`src/rtl/core/cmf_mul.sv`:
```
// ----------------------------------------------------------------------------
// cmf_mul
// Shared 33x33 signed multiplier, registered, floor shift by 16 after it.
// ----------------------------------------------------------------------------
module cmf_mul (
  input  logic                clk,
  input  logic signed [32:0]  a,
  input  logic signed [32:0]  b,
  output logic signed [49:0]  prod_q
);
  logic signed [65:0] prod;

  assign prod = a * b;

  // Arithmetic right shift floors toward minus infinity.
  always_ff @(posedge clk) begin
    prod_q <= prod[65:16];
  end
endmodule

```
`config.mk`:
```
export PLATFORM = sky130hd
export DESIGN_NAME = cmf_mul
export DESIGN_NICKNAME = d
export VERILOG_FILES = /design/src/rtl/core/cmf_mul.sv
export SDC_FILE = /design/constraint.sdc
export NUM_CORES = 2
export LEC_CHECK = 0
export ABC_AREA = 0
export CAP_MARGIN = 10
export CORE_MARGIN = 4
export CORE_UTILIZATION = 45
export CTS_CLUSTER_SIZE = 12
export DETAILED_ROUTE_END_ITERATION = 7
export DONT_BUFFER_PORTS = 1
export PLACE_DENSITY = 0.63
export SLEW_MARGIN = 20
export SYNTH_ARGS = -nofsm -noshare
export SYNTH_HDL_FRONTEND = slang
export SYNTH_SLANG_ARGS = --single-unit
export TNS_END_PERCENT = 50
```
`constraint.sdc`:
```
create_clock -name clk -period 11.2 [get_ports clk]
set_clock_uncertainty 0.1 [all_clocks]
set_input_delay 1.12 -clock clk [delete_from_list [all_inputs] [get_ports clk]]
set_output_delay 1.12 -clock clk [all_outputs]
set_load 0.03 [all_outputs]
```
==> impl_metrics.py <==
metrics = {
    "cts": {
        "root_buffer": "clkbuf_16",
        "cts_made_buffers": 5,
        "htree_num_levels": 2,
        "cts_tree": "yes",
        "post_cts_buffers": 0,
        "cts.repair.resized": 0,
        "clock_tree.buffer_depth": 2,
        "clk_pin_slew_ns": 0.08,
        "cts.sinks": 50,
        "ctsHoldBuffers": 0,
    },
    "cells_and_area": {
        "largest_register_ff_count": 50,
        "fin_nets": 5482,
        "final_core_util_pct": 46.54,
        "largest-register": "prod_q",
        "drive_above_1_share_pct": 0.7389,
        "top_regs": "prod_q: 50 flops",
        "antennaDiodeCount": 0,
        "syn_to_final_growth_pct": 2.053,
        "fin_cells": 5215,
    },
    "sta": {
        "tns_ns": 0,
        "grt_setup_unrepaired": "false",
        "worst_slew_pin_slew_ns": 0.7599,
        "maxClockFrequency_mhz": 118.1,
        "setup_viol": 0,
        "maxSlewHeadroom_pct": 49.25,
        "post-route-period-util_pct": 75.59,
        "period_minus_slack_ns": 8.466,
        "drv_slew": 0,
        "layout_setup_ws_ns": 2.734,
        "hold_viol": 0,
    },
    "global_route": {
        "gr-total-overflow": 0,
        "grt_pass1_vias": 30150,
        "track_usage_pct": 23.53,
        "grt_pass1_wl_mm": 171.1,
        "grt_max_degree": 34,
        "antenna_found_initial": 2,
    },
    "route": {
        "final_antenna_net_count": 0,
        "drt_wl_total_mm": 107.2,
        "firstDrtPassIters": 5,
        "viasPerCell": 5.224,
        "vias": 27240,
        "drt-initial-drc-count": 1593,
        "drc": 0,
        "wl_per_cell_um": 20.55,
    },
    "outcome": {
        "outcome": "finished, final reports clean",
    },
    "min_path": {
        "holdCritStartpoint": "b[0]",
        "min_to": "prod_q[0]",
        "whs_path_depth": 5,
        "hp-class": "input port to register",
    },
    "worst_setup_path": {
        "cpPeakStageDelay_ns": 0.93,
        "critPathRequiredTime_ns": 11.31,
        "path_delay_family": "adder cells",
        "cpMaxStageDelayCell": "fa_1",
        "crit_path_frequent_cell": "fa_1",
        "end_kind": "register",
        "worstPathCellList": "nand2_1 -> fa_1 -> fa_1 -> fa_1 -> inv_1 -> fa_1 -> fa_1 -> fa_1 -> inv_1 -> fa_1 -> fa_1 -> inv_1 -> ha_1 -> a21oi_1 -> o221ai_1 -> a21o_1 -> a21o_1 -> a21oi_1 -> mux2_2 -> a41o_1 -> a221oi_1",
        "cp_max_fo": 33,
        "arrival_ns": 8.58,
        "critPathKind": "input port to register",
        "crit_buf_inv": 3,
        "worst_setup_path_start_kind": "input port",
    },
    "yosys": {
        "syn_area_per_cell_um2": 9.337,
        "async_flop_share_pct": 0,
        "synth_ff_type": "dfxtp_1",
        "ys_ff_latch": 50,
        "netlist_area_um2": 39810,
        "synth-edff-count": 0,
        "ys_top_cells_by_area": "fa_1 58%, inv_1 11%, and2_1 8.7%",
        "ys_warn_count": 0,
        "synth_area_leader_cell": "fa_1",
        "ys_seq_area_share_pct": 2.515,
        "syn_nets": 5686,
        "synth_top_area_share_pct": 57.53,
        "ys_types": 68,
        "synthCells": 4263,
    },
    "floorplanning": {
        "rows": 108,
        "die_area_um2": 93280,
        "io_pins": 117,
        "start_util_pct": 45.60,
        "die_h_um": 305.4,
        "die_x_um": 305.4,
        "core-area_um2": 87290,
    },
    "placed_design": {
        "portBuffers": 0,
        "dp_hpwl_mm": 89.27,
        "dp.cells": 5207,
        "pre_cts_ws_ns": 2.501,
        "gp_congestion": 0.9021,
    },
    "flow_run": {
        "maxCapViolations": 0,
    },
}
## final cells by class
cell class,count,area [µm²]
inverter,1130,4242
fill,8477,46670
clock inverter,3,28.78
clock buffer,5,125.1
timing repair buffer,4,30.03
tap,1155,1445
sequential,50,1001
multi-input combinational,2868,33750
## cell families (layout without fill, tap and decap cells)
kind of cell / after synthesis / after routing / synth area share (%)
xor gates and xnor gates: 57 / 57 / 1.254
muxes: 4 / 4 / 0.1069
and+or+nand+nor: 1251 / 1251 / 15.77
buffers and inverters: 1345 / 1142 / 12.70
DFF: 50 / 50 / 2.515
AOI/OAI and AO/OA: 200 / 200 / 3.458
adders and majority gates: 1356 / 1356 / 64.20
## cells in the final DEF (no fill, tap or decap), types with 10 or more instances in the layout
cell	count
nand4_1	17
xnor2_1	37
and2_1	554
nand3_1	14
a21oi_1	63
xor2_1	20
fa_1	1143
inv_1	1129
nand2_1	543
ha_1	212
dfxtp_1	50
nor3_1	10
o21bai_1	10
nor2_1	71
a21o_1	28
o21ai_0	28
## metal layers
metal	vias up	global-route usage [%]	part of all wire (%)
met3	214	2.949	4.6
met1	14600	27.61	36
met2	767	44.09	55
li1	11660	-	-
met5	-	0	0
met4	0	8.580	4.5
## tightest hold or removal path, stage by stage
cell and delay [ns]:
nand4_1 0.07, o31ai_2 0.08, a21oi_1 0.33, a21oi_1 0.17, xor2_1 0.17
## per-stage QoR
stage | hold WS, ns | area [µm²]
2_1_floorplan | 1.393 | 39810
3_3_place_gp | 1.398 | 40470
3_5_place_dp | 1.398 | 40470
4_1_cts | 1.564 | 40620
5_1_grt | 1.678 | 40620
6_report | 1.595 | 40620
## Yosys cell counts (all sizes together) (17+ instances only)
cell type  instances
a21o              28
a21oi             63
and2             554
clkbuf           210
dfxtp             50
fa              1144
ha               212
inv             1130
nand2            543
nand4             17
nor2              72
o21ai             30
xnor2             37
xor2              20
## worst max path at each step
stage                     start          to  cells after the start
after floorplan           a[32]  prod_q[46]                     22
after global placement    a[32]  prod_q[46]                     21
after detailed placement  a[32]  prod_q[46]                     21
after CTS                 a[32]  prod_q[46]                     21
after global routing      a[32]  prod_q[46]                     21
final                      b[9]  prod_q[46]                     21
Power is left out: the tool's default activity adds up to more than one toggle a clock period on the data nets, which glitch-free logic cannot reach.
